File: src/hw/rtl/ict_pkg.sv
package ict_pkg;

  // Field widths fixed by the request and result formats.
  localparam int unsigned DEV_W     = 8;
  localparam int unsigned INO_W     = 20;
  localparam int unsigned SLOT_IN_W = 6;
  localparam int unsigned START_W   = 16;
  localparam int unsigned BLK_W     = 18;
  localparam int unsigned CNT_W     = 8;

  // Inodes are packed this many to a disk block.
  localparam int unsigned INODES_PER_BLOCK = 8;
  localparam int unsigned OFF_W            = $clog2(INODES_PER_BLOCK);

  localparam int unsigned SLOT_COUNT_DEF = 64;
  localparam int unsigned CMD_FIFO_DEPTH = 2;

  localparam logic [CNT_W-1:0] COUNT_MAX = '1;

  // Request type codes.
  localparam logic REQ_GET = 1'b0;
  localparam logic REQ_PUT = 1'b1;

  // A classified request as it travels from the front end to the table engine.
  typedef struct packed {
    logic                 req_type;
    logic [DEV_W-1:0]     dev;
    logic [INO_W-1:0]     ino;
    logic [SLOT_IN_W-1:0] slot;
    logic                 oob;
    logic                 mark;
    logic [BLK_W-1:0]     blk;
    logic [OFF_W-1:0]     off;
  } cmd_t;

  // One result transaction.
  typedef struct packed {
    logic [SLOT_IN_W-1:0] result_slot;
    logic                 hit;
    logic                 load_needed;
    logic                 table_full;
    logic                 write_back;
    logic                 slot_freed;
    logic                 put_error;
    logic [BLK_W-1:0]     disk_block;
    logic [OFF_W-1:0]     block_offset;
  } res_t;

  // Disk block of a one-based inode number; inode zero wraps to the last entry.
  function automatic logic [BLK_W-1:0] locate_blk(input logic [INO_W-1:0] ino,
                                                  input logic [START_W-1:0] start);
    logic [INO_W-1:0] z;
    z = ino - INO_W'(1);
    return BLK_W'(z >> OFF_W) + BLK_W'(start);
  endfunction

  // Position of the inode within its block.
  function automatic logic [OFF_W-1:0] locate_off(input logic [INO_W-1:0] ino);
    logic [INO_W-1:0] z;
    z = ino - INO_W'(1);
    return z[OFF_W-1:0];
  endfunction

endpackage

File: src/hw/rtl/refcounted_inode_cache_table_unit.sv
// Reference-counted inode cache table.
// Requests arrive on the in_* channel (valid/ready). A get looks up a live
// slot by device and inode number and bumps its count, or claims the lowest
// free slot and reports the disk block and offset to load. A put drops the
// count of a slot, optionally marking it dirty, and reports write-back when a
// dirty slot frees. Every request yields exactly one result on out_* channel.
// The cfg_* channel writes the first block of the on-disk inode table; it is
// always ready. The user must write it only while no request is in flight;
// the block itself does not enforce this. The table engine carries out one
// request at a time, using the lookup, priority encode and count
// read-modify-write steps as each request needs them.
// A two-entry command queue lets the input side keep accepting while the
// engine works, and a result register lets the engine finish while the
// receiver stalls; a stalled result holds until taken, the engine then waits
// with its next result, and the queue fills and finally drops in_ready_o.
// Reset frees every slot, clears all dirty marks and sets the table start to
// zero; no clearing pass is needed.
module refcounted_inode_cache_table_unit #(
  parameter int unsigned SLOT_COUNT = ict_pkg::SLOT_COUNT_DEF
) (
  input  logic                          clk_i,
  input  logic                          rst_ni,
  input  logic                          cfg_valid_i,
  output logic                          cfg_ready_o,
  input  logic [ict_pkg::START_W-1:0]   cfg_data_i,
  input  logic                          in_valid_i,
  output logic                          in_ready_o,
  input  logic                          req_type_i,
  input  logic [ict_pkg::DEV_W-1:0]     device_id_i,
  input  logic [ict_pkg::INO_W-1:0]     inode_number_i,
  input  logic [ict_pkg::SLOT_IN_W-1:0] slot_index_i,
  input  logic                          mark_dirty_i,
  output logic                          out_valid_o,
  input  logic                          out_ready_i,
  output logic [ict_pkg::SLOT_IN_W-1:0] result_slot_o,
  output logic                          hit_o,
  output logic                          load_needed_o,
  output logic                          table_full_o,
  output logic                          write_back_o,
  output logic                          slot_freed_o,
  output logic                          put_error_o,
  output logic [ict_pkg::BLK_W-1:0]     disk_block_o,
  output logic [ict_pkg::OFF_W-1:0]     block_offset_o
);

  logic [ict_pkg::START_W-1:0] table_start_q;
  logic                        fifo_full;
  logic                        fifo_empty;
  logic                        push;
  logic                        pop;
  ict_pkg::cmd_t               push_cmd;
  ict_pkg::cmd_t               head_cmd;
  ict_pkg::res_t               res;

  // Inode table start register.
  assign cfg_ready_o = 1'b1;

  always_ff @(posedge clk_i or negedge rst_ni) begin
    if (!rst_ni) begin
      table_start_q <= '0;
    end else if (cfg_valid_i) begin
      table_start_q <= cfg_data_i;
    end
  end

  ict_front #(
    .SLOT_COUNT(SLOT_COUNT)
  ) u_front (
    .in_valid_i     (in_valid_i),
    .in_ready_o     (in_ready_o),
    .req_type_i     (req_type_i),
    .device_id_i    (device_id_i),
    .inode_number_i (inode_number_i),
    .slot_index_i   (slot_index_i),
    .mark_dirty_i   (mark_dirty_i),
    .table_start_i  (table_start_q),
    .fifo_full_i    (fifo_full),
    .push_o         (push),
    .cmd_o          (push_cmd)
  );

  ict_cmd_fifo u_fifo (
    .clk_i       (clk_i),
    .rst_ni      (rst_ni),
    .push_i      (push),
    .push_data_i (push_cmd),
    .full_o      (fifo_full),
    .pop_i       (pop),
    .pop_data_o  (head_cmd),
    .empty_o     (fifo_empty)
  );

  ict_back #(
    .SLOT_COUNT(SLOT_COUNT)
  ) u_back (
    .clk_i         (clk_i),
    .rst_ni        (rst_ni),
    .cmd_valid_i   (!fifo_empty),
    .cmd_i         (head_cmd),
    .cmd_pop_o     (pop),
    .table_start_i (table_start_q),
    .out_valid_o   (out_valid_o),
    .out_ready_i   (out_ready_i),
    .res_o         (res)
  );

  // Result fields onto their ports.
  assign result_slot_o  = res.result_slot;
  assign hit_o          = res.hit;
  assign load_needed_o  = res.load_needed;
  assign table_full_o   = res.table_full;
  assign write_back_o   = res.write_back;
  assign slot_freed_o   = res.slot_freed;
  assign put_error_o    = res.put_error;
  assign disk_block_o   = res.disk_block;
  assign block_offset_o = res.block_offset;

endmodule

File: src/hw/rtl/ict_cmd_fifo.sv
module ict_cmd_fifo (
  input  logic          clk_i,
  input  logic          rst_ni,
  input  logic          push_i,
  input  ict_pkg::cmd_t push_data_i,
  output logic          full_o,
  input  logic          pop_i,
  output ict_pkg::cmd_t pop_data_o,
  output logic          empty_o
);

  localparam int unsigned Depth = ict_pkg::CMD_FIFO_DEPTH;
  localparam int unsigned PtrW  = (Depth > 1) ? $clog2(Depth) : 1;
  localparam int unsigned CntW  = $clog2(Depth + 1);

  ict_pkg::cmd_t         entries_q [Depth];
  logic [PtrW-1:0]       wptr_q, wptr_d;
  logic [PtrW-1:0]       rptr_q, rptr_d;
  logic [CntW-1:0]       cnt_q, cnt_d;
  logic                  do_push, do_pop;

  assign full_o     = (cnt_q == CntW'(Depth));
  assign empty_o    = (cnt_q == '0);
  assign pop_data_o = entries_q[rptr_q];
  assign do_push    = push_i && !full_o;
  assign do_pop     = pop_i && !empty_o;

  // Pointer and occupancy update, pointers wrap at the depth.
  always_comb begin
    wptr_d = wptr_q;
    rptr_d = rptr_q;
    cnt_d  = cnt_q;
    if (do_push) begin
      wptr_d = (wptr_q == PtrW'(Depth - 1)) ? '0 : wptr_q + PtrW'(1);
    end
    if (do_pop) begin
      rptr_d = (rptr_q == PtrW'(Depth - 1)) ? '0 : rptr_q + PtrW'(1);
    end
    if (do_push && !do_pop) begin
      cnt_d = cnt_q + CntW'(1);
    end else if (do_pop && !do_push) begin
      cnt_d = cnt_q - CntW'(1);
    end
  end

  always_ff @(posedge clk_i or negedge rst_ni) begin
    if (!rst_ni) begin
      wptr_q <= '0;
      rptr_q <= '0;
      cnt_q  <= '0;
    end else begin
      wptr_q <= wptr_d;
      rptr_q <= rptr_d;
      cnt_q  <= cnt_d;
    end
  end

  // Entry storage needs no reset.
  always_ff @(posedge clk_i) begin
    if (do_push) begin
      entries_q[wptr_q] <= push_data_i;
    end
  end

endmodule

File: src/hw/rtl/ict_front.sv
module ict_front #(
  parameter int unsigned SLOT_COUNT = ict_pkg::SLOT_COUNT_DEF
) (
  input  logic                          in_valid_i,
  output logic                          in_ready_o,
  input  logic                          req_type_i,
  input  logic [ict_pkg::DEV_W-1:0]     device_id_i,
  input  logic [ict_pkg::INO_W-1:0]     inode_number_i,
  input  logic [ict_pkg::SLOT_IN_W-1:0] slot_index_i,
  input  logic                          mark_dirty_i,
  input  logic [ict_pkg::START_W-1:0]   table_start_i,
  input  logic                          fifo_full_i,
  output logic                          push_o,
  output ict_pkg::cmd_t                 cmd_o
);

  // A transaction is taken whenever the command queue has room.
  assign in_ready_o = !fifo_full_i;
  assign push_o     = in_valid_i && !fifo_full_i;

  // Classify the request: range check for puts, load address for gets.
  always_comb begin
    cmd_o.req_type = req_type_i;
    cmd_o.dev      = device_id_i;
    cmd_o.ino      = inode_number_i;
    cmd_o.slot     = slot_index_i;
    cmd_o.oob      = (32'(slot_index_i) >= SLOT_COUNT);
    cmd_o.mark     = mark_dirty_i;
    cmd_o.blk      = ict_pkg::locate_blk(inode_number_i, table_start_i);
    cmd_o.off      = ict_pkg::locate_off(inode_number_i);
  end

endmodule

File: src/hw/rtl/ict_back.sv
module ict_back #(
  parameter int unsigned SLOT_COUNT = ict_pkg::SLOT_COUNT_DEF
) (
  input  logic                        clk_i,
  input  logic                        rst_ni,
  input  logic                        cmd_valid_i,
  input  ict_pkg::cmd_t               cmd_i,
  output logic                        cmd_pop_o,
  input  logic [ict_pkg::START_W-1:0] table_start_i,
  output logic                        out_valid_o,
  input  logic                        out_ready_i,
  output ict_pkg::res_t               res_o
);

  localparam int unsigned SLOT_W = $clog2(SLOT_COUNT);

  typedef logic [SLOT_W-1:0]     slot_t;
  typedef logic [SLOT_COUNT-1:0] vec_t;

  typedef enum logic [2:0] {
    B_IDLE,
    B_LOOK,
    B_FIND,
    B_HIT,
    B_PUT
  } state_e;

  // Index of the lowest set bit: isolate it with a two's complement add, then encode.
  function automatic slot_t lowest_idx(input vec_t v);
    vec_t  oh;
    slot_t idx;
    oh  = v & (~v + SLOT_COUNT'(1));
    idx = '0;
    for (int i = 0; i < SLOT_COUNT; i++) begin
      if (oh[i]) begin
        idx = idx | SLOT_W'(i);
      end
    end
    return idx;
  endfunction

  // Control and output registers.
  state_e        state_q, state_d;
  ict_pkg::cmd_t cmd_q, cmd_d;
  vec_t          match_q, match_d;
  slot_t         free_idx_q, free_idx_d;
  logic          free_any_q, free_any_d;
  slot_t         idx_q, idx_d;
  logic          out_valid_q, out_valid_d;
  ict_pkg::res_t res_q, res_d;

  // Slot state: live and dirty bits in flops, tags as compare cells, counts in memory.
  vec_t                       live_q;
  vec_t                       dirty_q;
  logic [ict_pkg::DEV_W-1:0]  dev_tag_q [SLOT_COUNT];
  logic [ict_pkg::INO_W-1:0]  ino_tag_q [SLOT_COUNT];
  logic [ict_pkg::CNT_W-1:0]  cnt_mem   [SLOT_COUNT];
  logic [ict_pkg::INO_W-1:0]  ino_mem   [SLOT_COUNT];
  logic [ict_pkg::CNT_W-1:0]  cnt_rd_q;
  logic [ict_pkg::INO_W-1:0]  ino_rd_q;

  // Table update and read controls driven by the sequencer.
  logic                      tbl_we;
  slot_t                     tbl_idx;
  logic [ict_pkg::CNT_W-1:0] tbl_cnt;
  logic                      tbl_live;
  logic                      tbl_dirty;
  logic                      tbl_claim;
  logic                      rd_en;
  slot_t                     rd_idx;

  logic                      can_emit;
  logic                      emit;
  ict_pkg::res_t             res_n;
  slot_t                     put_idx;
  logic                      hit_any;
  slot_t                     hit_idx;
  logic [ict_pkg::CNT_W-1:0] cnt_dec;
  logic                      freed;
  logic                      dirty_now;

  assign can_emit = !out_valid_q || out_ready_i;
  assign put_idx  = SLOT_W'(cmd_q.slot);
  assign hit_any  = |match_q;
  assign hit_idx  = lowest_idx(match_q);
  assign cnt_dec  = cnt_rd_q - ict_pkg::CNT_W'(1);
  assign freed    = (cnt_dec == '0);
  assign dirty_now = dirty_q[put_idx] || cmd_q.mark;

  // Sequencer: one request at a time, lookup then update and report.
  always_comb begin
    state_d     = state_q;
    cmd_d       = cmd_q;
    match_d     = match_q;
    free_idx_d  = free_idx_q;
    free_any_d  = free_any_q;
    idx_d       = idx_q;
    out_valid_d = out_valid_q && !out_ready_i;
    res_d       = res_q;
    cmd_pop_o   = 1'b0;
    tbl_we      = 1'b0;
    tbl_idx     = idx_q;
    tbl_cnt     = '0;
    tbl_live    = 1'b0;
    tbl_dirty   = 1'b0;
    tbl_claim   = 1'b0;
    rd_en       = 1'b0;
    rd_idx      = idx_q;
    emit        = 1'b0;
    res_n       = '0;

    case (state_q)
      B_IDLE: begin
        if (cmd_valid_i) begin
          cmd_pop_o = 1'b1;
          cmd_d     = cmd_i;
          state_d   = B_LOOK;
        end
      end

      B_LOOK: begin
        if (cmd_q.req_type == ict_pkg::REQ_GET) begin
          // Compare every live slot and pick the lowest free one.
          for (int i = 0; i < SLOT_COUNT; i++) begin
            match_d[i] = live_q[i] && (dev_tag_q[i] == cmd_q.dev) &&
                         (ino_tag_q[i] == cmd_q.ino);
          end
          free_idx_d = lowest_idx(~live_q);
          free_any_d = !(&live_q);
          state_d    = B_FIND;
        end else if (cmd_q.oob || !live_q[put_idx]) begin
          // Release of a free or nonexistent slot is reported and changes nothing.
          res_n.result_slot = cmd_q.slot;
          res_n.put_error   = 1'b1;
          if (can_emit) begin
            emit    = 1'b1;
            state_d = B_IDLE;
          end
        end else begin
          rd_en   = 1'b1;
          rd_idx  = put_idx;
          state_d = B_PUT;
        end
      end

      B_FIND: begin
        if (hit_any) begin
          rd_en   = 1'b1;
          rd_idx  = hit_idx;
          idx_d   = hit_idx;
          state_d = B_HIT;
        end else if (free_any_q) begin
          // Miss: claim the free slot and report the load address.
          res_n.result_slot  = ict_pkg::SLOT_IN_W'(free_idx_q);
          res_n.load_needed  = 1'b1;
          res_n.disk_block   = cmd_q.blk;
          res_n.block_offset = cmd_q.off;
          if (can_emit) begin
            emit      = 1'b1;
            tbl_we    = 1'b1;
            tbl_idx   = free_idx_q;
            tbl_cnt   = ict_pkg::CNT_W'(1);
            tbl_live  = 1'b1;
            tbl_dirty = 1'b0;
            tbl_claim = 1'b1;
            state_d   = B_IDLE;
          end
        end else begin
          res_n.table_full = 1'b1;
          if (can_emit) begin
            emit    = 1'b1;
            state_d = B_IDLE;
          end
        end
      end

      B_HIT: begin
        // Bump the count, holding it at its maximum.
        res_n.result_slot = ict_pkg::SLOT_IN_W'(idx_q);
        res_n.hit         = 1'b1;
        if (can_emit) begin
          emit      = 1'b1;
          tbl_we    = 1'b1;
          tbl_idx   = idx_q;
          tbl_cnt   = (cnt_rd_q == ict_pkg::COUNT_MAX) ? cnt_rd_q
                                                       : cnt_rd_q + ict_pkg::CNT_W'(1);
          tbl_live  = 1'b1;
          tbl_dirty = dirty_q[idx_q];
          state_d   = B_IDLE;
        end
      end

      B_PUT: begin
        // Drop the count; a slot that frees while dirty asks for write-back.
        res_n.result_slot = cmd_q.slot;
        res_n.slot_freed  = freed;
        res_n.write_back  = freed && dirty_now;
        if (freed && dirty_now) begin
          res_n.disk_block   = ict_pkg::locate_blk(ino_rd_q, table_start_i);
          res_n.block_offset = ict_pkg::locate_off(ino_rd_q);
        end
        if (can_emit) begin
          emit      = 1'b1;
          tbl_we    = 1'b1;
          tbl_idx   = put_idx;
          tbl_cnt   = cnt_dec;
          tbl_live  = !freed;
          tbl_dirty = !freed && dirty_now;
          state_d   = B_IDLE;
        end
      end

      default: begin
        state_d = B_IDLE;
      end
    endcase

    if (emit) begin
      out_valid_d = 1'b1;
      res_d       = res_n;
    end
  end

  always_ff @(posedge clk_i or negedge rst_ni) begin
    if (!rst_ni) begin
      state_q     <= B_IDLE;
      cmd_q       <= '0;
      match_q     <= '0;
      free_idx_q  <= '0;
      free_any_q  <= 1'b0;
      idx_q       <= '0;
      out_valid_q <= 1'b0;
      res_q       <= '0;
    end else begin
      state_q     <= state_d;
      cmd_q       <= cmd_d;
      match_q     <= match_d;
      free_idx_q  <= free_idx_d;
      free_any_q  <= free_any_d;
      idx_q       <= idx_d;
      out_valid_q <= out_valid_d;
      res_q       <= res_d;
    end
  end

  // Live and dirty bits; reset frees every slot.
  always_ff @(posedge clk_i or negedge rst_ni) begin
    if (!rst_ni) begin
      live_q  <= '0;
      dirty_q <= '0;
    end else if (tbl_we) begin
      live_q[tbl_idx]  <= tbl_live;
      dirty_q[tbl_idx] <= tbl_dirty;
    end
  end

  // Tag cells are written when a slot is claimed.
  always_ff @(posedge clk_i) begin
    if (tbl_claim) begin
      dev_tag_q[tbl_idx] <= cmd_q.dev;
      ino_tag_q[tbl_idx] <= cmd_q.ino;
    end
  end

  // Count and inode memories: one write port, one registered read port.
  always_ff @(posedge clk_i) begin
    if (tbl_we) begin
      cnt_mem[tbl_idx] <= tbl_cnt;
    end
    if (tbl_claim) begin
      ino_mem[tbl_idx] <= cmd_q.ino;
    end
    if (rd_en) begin
      cnt_rd_q <= cnt_mem[rd_idx];
      ino_rd_q <= ino_mem[rd_idx];
    end
  end

  assign out_valid_o = out_valid_q;
  assign res_o       = res_q;

  // A full-table report only happens when every slot is live.
  a_full_means_no_free: assert property (@(posedge clk_i) disable iff (!rst_ni)
    emit && res_n.table_full |-> &live_q)
    else $error("table_full reported while a slot was free");

  // A claim never lands on a live slot.
  a_claim_free_slot: assert property (@(posedge clk_i) disable iff (!rst_ni)
    tbl_claim |-> !live_q[tbl_idx])
    else $error("claim targeted a live slot");

  // The slot whose count is bumped on a hit is live.
  a_hit_slot_live: assert property (@(posedge clk_i) disable iff (!rst_ni)
    state_q == B_HIT |-> live_q[idx_q])
    else $error("hit on a free slot");

  // A release that reaches the update step names a live slot.
  a_put_slot_live: assert property (@(posedge clk_i) disable iff (!rst_ni)
    state_q == B_PUT |-> !cmd_q.oob && live_q[put_idx])
    else $error("release update on a free slot");

endmodule

File: config.mk
export PLATFORM = sky130hd
export DESIGN_NAME = refcounted_inode_cache_table_unit
export DESIGN_NICKNAME = d
export VERILOG_FILES = /design/src/hw/rtl/ict_pkg.sv /design/src/hw/rtl/refcounted_inode_cache_table_unit.sv /design/src/hw/rtl/ict_cmd_fifo.sv /design/src/hw/rtl/ict_front.sv /design/src/hw/rtl/ict_back.sv
export SDC_FILE = /design/constraint.sdc
export NUM_CORES = 2
export LEC_CHECK = 0
export CAP_MARGIN = 20
export CELL_PAD_IN_SITES_DETAIL_PLACEMENT = 1
export CELL_PAD_IN_SITES_GLOBAL_PLACEMENT = 1
export CORE_MARGIN = 3
export CORE_UTILIZATION = 35
export CTS_CLUSTER_SIZE = 40
export DETAILED_ROUTE_END_ITERATION = 8
export DONT_BUFFER_PORTS = 1
export PLACE_DENSITY = 0.61
export SLEW_MARGIN = 20
export SYNTH_ARGS = -nofsm -noshare
export SYNTH_HDL_FRONTEND = slang
export SYNTH_SLANG_ARGS = --single-unit
File: constraint.sdc
create_clock -name clk_i -period 6 [get_ports clk_i]
set_input_delay 0.3 -clock clk_i [delete_from_list [all_inputs] [get_ports clk_i]]
set_output_delay 0.3 -clock clk_i [all_outputs]
set_load 0.005 [all_outputs]
# Yosys cells after proc, flatten, opt, wreduce, memory -nomap -nowiden
# Memories as Yosys holds them, arrays and structs flattened. A register that Yosys moved wholly into a read port is not among the register bits.
# Index checks and enable logic that the tools add are counted.
[classes] n_addsub=12 reduce_logical=158 n_shift=0 order_cmp=4 muxes=438 n_bitwise=5 div=0 multipliers=0 n_eq_ne=136
[ops] op="$mux W6" count=223
[ops] op="$eq A20 B20 Y1" count=64
[ops] op="$eq A8 B8 Y1" count=64
[ops] op="$not A64 Y64" count=3
[ops] op="$mux W5" count=32
[ops] op="$mux W21" count=7
[ops] op="$logic_and A1 B1 Y1" count=137
[ops] op="$add A64 B1 Y64 const B" count=2
[ops] op="$and A64 B64 Y64" count=2
[ops] op="$bwmux W64" count=2
[ops] op="$mux W64" count=2
[ops] op="$mux W58" count=2
[ops] op="$mux W8" count=13
[ops] op="$mux W3" count=32
[ops] op="$mux W1" count=83
[ops] op="$mux W4" count=16
[ops] op="$reduce_and A64 Y1" count=1
[ops] op="$reduce_or A64 Y1" count=1
[ops] op="$pmux W21 S2" count=1
[ops] op="$sub A20 B1 Y20 const B" count=2
[ops] op="$add A17 B16 Y18" count=2
[ops] op="$pmux W6 S4" count=1
[ops] op="$pmux W8 S3" count=1
[ops] op="$mux W2" count=11
[ops] op="other kinds (28)" count=49
[totals] mem_bits_rw=3698 output_inout_bits=36 regBits=263 elab_cells=780 n_memories=5 latch_bits=0 rom_bits=0 input_bits=57
[mem_list] name="u_back.ino_mem" words=64 word_bits=20 rd=1 rd_ports_with_merged_regs=1 write_ports=1 line_no="ict_back.sv:58" text="logic [ict_pkg::INO_W-1:0] ino_mem [SLOT_COUNT];"
[mem_list] name="u_back.ino_tag_q" words=64 word_bits=20 rd=64 rd_ports_with_merged_regs=0 write_ports=1 line_no="ict_back.sv:56" text="logic [ict_pkg::INO_W-1:0] ino_tag_q [SLOT_COUNT];"
[mem_list] name="u_back.cnt_mem" words=64 word_bits=8 rd=1 rd_ports_with_merged_regs=1 write_ports=1 line_no="ict_back.sv:57" text="logic [ict_pkg::CNT_W-1:0] cnt_mem [SLOT_COUNT];"
[mem_list] name="u_back.dev_tag_q" words=64 word_bits=8 rd=64 rd_ports_with_merged_regs=0 write_ports=1 line_no="ict_back.sv:55" text="logic [ict_pkg::DEV_W-1:0] dev_tag_q [SLOT_COUNT];"
[mem_list] name="u_fifo.entries_q" words=2 word_bits=57 rd=1 rd_ports_with_merged_regs=1 write_ports=1 line_no="ict_cmd_fifo.sv:16" text="ict_pkg::cmd_t entries_q [Depth];"

# Logic depth before layout (Yosys ltp)
[logic_depth] word_depth=195 depth_mapped=19 ltp_nobuf=18

# Modules after synthesis
# Synthesis repeated with hierarchy kept, for this count alone.
[hier_totals] hier_cells=10207 area_unflattened_um2=130859.3
[modules_own_cells] mod="ict_back" seq_area_each_um2=77534.4 area_per_inst_um2=124318.0 n_inst=1 cells_per_inst=9771
[modules_own_cells] mod="ict_cmd_fifo" seq_area_each_um2=3583.4 area_per_inst_um2=4428.0 n_inst=1 cells_per_inst=200
[modules_own_cells] mod="ict_front" seq_area_each_um2=0.0 area_per_inst_um2=1448.9 n_inst=1 cells_per_inst=199
[modules_own_cells] mod="refcounted_inode_cache_table_unit" seq_area_each_um2=400.4 area_per_inst_um2=664.4 n_inst=1 cells_per_inst=37

# Worst setup path before layout
# Ideal clock, no wire load.
[synth_path] path_kind="flip-flop to flip-flop" start="register u_back.match_q[41]" end="memory u_back.dev_tag_q[39][0] (netlist bit) (enable)" n_path_buf=4 setup_time_ns=0.448 t_arrival_ns=5.161 stages_incl_launch_ff=13 path_slack_ns=0.391 period_less_slack_ns=5.609 t_required_ns=5.552 path_cell_list="dfrtp_1 -> nor4_2 -> nand3_1 -> nor4_1 -> and4_1 -> buf_2 -> buf_2 -> a22oi_1 -> o21ai_1 -> nand3_1 -> clkbuf_1 -> clkbuf_1 -> nor3_1"
[synth_between] elab_chain_len=6 word_cells_on_any_way=9 classes_between="mux (8); reduce/logical (1)"
[synth_lines] element="start: declaration" line_no="ict_back.sv:45" text="vec_t match_q, match_d;"
[synth_lines] element="start signal: assignment" line_no="ict_back.sv:237" text="match_q <= match_d;"
[synth_lines] element="$reduce_or A64 Y1 (*)" line_no="ict_back.sv:84" text="assign hit_any = |match_q;"
[synth_lines] element="$mux W1" line_no="ict_back.sv:147" text="if (hit_any) begin"
[synth_lines] element="$mux W1 (2 in a row)" line_no="ict_back.sv:112" text="case (state_q)"
[synth_lines] element="$mux W1" line_no="ict_back.sv:259" text="if (tbl_claim) begin"
[synth_lines] element="$mux W1 (implied by the code)" line_no="ict_back.sv:260" text="dev_tag_q[tbl_idx] <= cmd_q.dev;"
[synth_lines] element="end: declaration" line_no="ict_back.sv:55"
# Every way passes the cells marked *; elsewhere a longest branch is shown, timed or not. The select of a mux whose other input is x is not followed.

# Worst setup path after layout
[layout_path] start="register u_back.cmd_q, in the netlist u_back.put_idx[0]" end="register u_back.ino_rd_q[12] (netlist bit), read port of u_back.ino_mem, data pin"
[layout_between] elab_chain_len=10 word_cells_on_any_way=16 classes_between="mux (14); reduce/logical (2)"
[layout_lines] element="start: declaration" line_no="ict_back.sv:44" text="ict_pkg::cmd_t cmd_q, cmd_d;"
[layout_lines] element="start signal: assignment" line_no="ict_back.sv:236" text="cmd_q <= cmd_d;"
[layout_lines] element="$bmux W1 S6" line_no="ict_back.sv:131" text="end else if (cmd_q.oob || !live_q[put_idx]) begin"
[layout_lines] element="$mux W1 (implied by the code)" line_no="ict_back.sv:131"
[layout_lines] element="$logic_not A1 Y1" line_no="ict_back.sv:131"
[layout_lines] element="$logic_or A1 B1 Y1" line_no="ict_back.sv:131"
[layout_lines] element="$mux W6 or $mux W1 (tied branches)" line_no="ict_back.sv:131"
[layout_lines] element="$mux W6 or $mux W1 (tied branches)" line_no="ict_back.sv:122" text="if (cmd_q.req_type == ict_pkg::REQ_GET) begin"
[layout_lines] element="$mux W6 or $mux W1 (tied branches)" line_no="ict_back.sv:112"
[layout_lines] element="$mux W6 or $mux W1 (tied branches)" line_no="ict_back.sv:122"
[layout_lines] element="$mux W6 or $mux W1 (tied branches)" line_no="ict_back.sv:112"
[layout_lines] element="$pmux W6 S2 or $pmux W1 S2 (tied branches)" line_no="ict_back.sv:112"
[layout_lines] element="end: declaration" line_no="ict_back.sv:60" text="logic [ict_pkg::INO_W-1:0] ino_rd_q;"
# Several ways; a longest one is shown, not always the timed one. The select of a mux whose other input is x is not followed.
# A chain may end at the register's enable or synchronous reset.

==> key figures <==
Detailed routing
  – Vias: 79,800
  – Vias per inst: a little under 6
  – Starting DRT DRC Count: 10,300
  – Final ANT Viol Nets: 0
  – Routed WL: between 400,000 and 500,000 um
  – WL per Instance: approximately 35 um
  – DR pass1 iterations: 7
  – Drc violations: 0

Timing
  – Worst Tran Pin Value: between 1 and 1.5 ns
  – Fin. max-slew vios: 0
  – Max_slew headroom: roughly 16%
  – Setup TNS: 0 ns
  – Hold_ws: -0.922 ns
  – Minimum clock period after layout: 5.91 ns
  – Final hold violations: approximately 320
  – RSZ-0062 raised after global routing: false
  – Setup Skew: between 0.07 and 0.08 ns
  – Final worst path period share: a little over nine tenths
  – Setup-failing EPs final: 0
  – F_max: 169 MHz

Clocking
  – Worst-Skew Late Latency: roughly 0.94 ns
  – Setup Fix Bufs, Post-CTS: 0
  – H-Tree Depth: 5
  – Total CTS buffers: between 300 and 400
  – CTS tree: built
  – Max Buffers Root-to-Sink: 4
  – CTS Hold Bufs: 74
  – Clk root buf: clkbuf_16
  – Reg clk slew, reported paths: roughly 0.060 ns
  – CTS Sinks: 2,765

Synthesis
  – Register area share after synthesis: approximately 64%
  – Syn avg cell area: ~15 um2
  – Async S/R FF share, synth: 11.5%
  – Share of the synthesized area in the top cell type: 57.9%
  – Number of flops mapped to enable cells by yosys: between 2,000 and 2,500
  – Ys Warns: 0
  – Synthesized cell area: around 0.13 mm2
  – Seq cells post-synth: between 2,000 and 3,000
  – Post-Synthesis Cells: between 8,000 and 9,000
  – Top_reg_cell synth: edfxtp_1
  – Netlist cell types: 90
  – Synthesized net count: about 8,400
  – Most frequent cell after synthesis: edfxtp_1
  – Commonest cells post-synth: 2,446 x edfxtp_1, 990 x xnor2_1, 872 x xor2_1
  – Top cells by area, synth: edfxtp_1 58%, mux4_2 8.7%, xnor2_1 6.8%
  – Area leader, netlist: edfxtp_1

Final layout
  – Design Area, Final: between 0.1 and 0.15 mm2
  – Layout cells sized above 1: 18.6%
  – Final core utilization: approximately 41%
  – Post-Layout Cell Count: approximately 14,000
  – # nets final: 8,751
  – P&R area growth vs syn: 15.4%

Global route
  – Initial antenna violation count: 41
  – Busiest grt layer: met2
  – Number of global-route vias before repair: just over 80,000
  – First-pass GRT wire length: 658,000 um
  – Gr ovfl total: 0
  – Met1 Resource Use GR: 34.7%
  – Tot GR Track Use: ~25%
  – M2 GR Usage: between 30% and 40%
  – Pin count of the biggest net entering global routing: 320
  – GR Util met3: 4.22%

Die
  – Die W: 608 um
  – Die H: slightly above 600 um
  – Starting Density: about a third
  – Core ar.: ~0.36 mm2
  – Row count: 220
  – Boundary Pins: 93
  – Die ar.: about 0.37 mm2

Run
  – Max-Cap Viols: 0

Critical path
  – Critical path endpoint category: flip-flop
  – WP data arrival: around 6.6 ns
  – Max Fanout on Critical Path: 20
  – Critical Path Start Type: flip-flop
  – Reg-to-Reg Start: u_back.put_idx[0]$_DFFE_PN0P_
  – Required time worst endpoint: 6.64 ns
  – CP startpoint: u_back.put_idx[0]$_DFFE_PN0P_
  – Kind of critical path: flip-flop to flip-flop

Pwr
  – Max VDD drop: 0.358 mV
  – LEAKAGE: about 47 nW
  – Cell Pwr Density: 457 mW/mm2

Placed design
  – Post-DP HPWL: between 300,000 and 400,000 um
  – Inst Count DP: 13,000
  – Placed cell area: approximately 0.14 mm2
  – Placer Congestion: ~0.94
  – # port buffers: 0

Worst hold path
  – HP Class: input pin to async pin

Outcome
  – Status: complete, but fails checks
  – Failing checks: negative hold slack
==> worst max-delay path, cell delays in order (launching register included) <==
cell and delay [ns]:
dfrtp_4 0.71, mux4_2 0.57, mux2i_1 0.46, a21oi_1 0.22, a2bb2o_4 0.27, and2_1 0.34
mux2i_1 0.19, mux2i_1 0.63, nand4b_1 0.41, buf_4 0.40, nor2b_1 0.18, a21oi_1 0.42
and4_1 0.59, nand4_1 0.15
==> what timing repair did <==
item	in CTS	in global routing
setup endpoints to repair	0	9
resized for setup	0	1
endpoints found under the hold margin	477	319
==> sequential cells by signal (all words and copies together) (netlist names), 40 cells and up <==
name / cells
u_back.cmd_q: 51
u_back.cnt_mem: 512
u_back.dev_tag_q: 512
u_back.dirty_q: 64
u_back.ino_mem: 1240
u_back.ino_tag_q: 40
u_back.live_q: 64
u_back.match_q: 64
u_fifo.entries_q: 114
==> layout by cell type, fill, tap and decap left out, types with 204 or more instances in the layout <==
| master | instances |
|---|---|
| buf_4 | 406 |
| clkbuf_16 | 313 |
| dfrtp_1 | 288 |
| edfxtp_1 | 2446 |
| mux4_2 | 490 |
| nand2_1 | 313 |
| nand4_1 | 312 |
| nor2_1 | 204 |
| nor4_1 | 255 |
| o21ai_0 | 215 |
| xnor2_1 | 990 |
| xor2_1 | 872 |
==> cell families after synthesis <==
group	after synthesis	share of synthesized area, %
other	1	0.00295
adder cells (fa/ha/maj)	40	0.406
multiplexers	671	10.2
flip-flops	2765	64.1
AND/OR/NAND/NOR	1675	7.00
XOR/XNOR	1862	12.8
AO/OA/AOI/OAI	727	3.65
buffers and inverters	513	1.74
==> cell type report <==
| type | count | area (um2) |
|---|---|---|
| flip-flops and latches | 2765 | 81500 |
| repair buffers | 540 | 4980 |
| clock inverters | 150 | 1560 |
| clock buffers | 405 | 8410 |
| well taps | 4773 | 5970 |
| fillers | 35900 | 214000 |
| multi-input cells | 4976 | 43800 |
| diodes | 13 | 32.5 |
| inverters | 62 | 233 |
==> stage by stage <==
stage / hold slack (ns) / power [W] / setup WS [ns]
after global placement: 0.0134 / 0.0476 / 0.105
final: -0.922 / 0.0669 / 0.0853
after detailed placement: 0.0180 / 0.0481 / 0.0587
after floorplan: 0.00441 / 0.0385 / 0.391
after global routing: -0.971 / 0.0693 / 0.0106
after CTS: -0.995 / 0.0672 / 0.0243
==> power breakdown <==
part	internal (W)	switching, W
clock network	0.0108	0.00816
registers	0.0240	0.00254
logic	0.00747	0.0139
==> routing by layer <==
metal	wire (um)	part of all wire, %
met1	198000	42
met5	123	0.026
met3	37800	8.0
met4	20400	4.3
met2	216000	46
==> final timing paths <==
check                                                    end  slack [ns]  cells past startpoint
max reg2reg                    u_back.ino_rd_q[12]$_DFFE_PP_        0.09                     13
min reg2reg                      u_back.res_o[0]$_DFFE_PN0P_        0.52                      2
min                             u_back.cmd_q[52]$_DFFE_PN0P_       -0.92                      0
min in group clk_i         u_fifo.entries_q[1][53]$_DFFE_PP_        0.07                      1
max                            u_back.ino_rd_q[12]$_DFFE_PP_        0.09                     13
max in group asynchronous     u_back.match_q[34]$_DFFE_PN0P_        5.87                      0
Power figures use the tool's default switching activity.
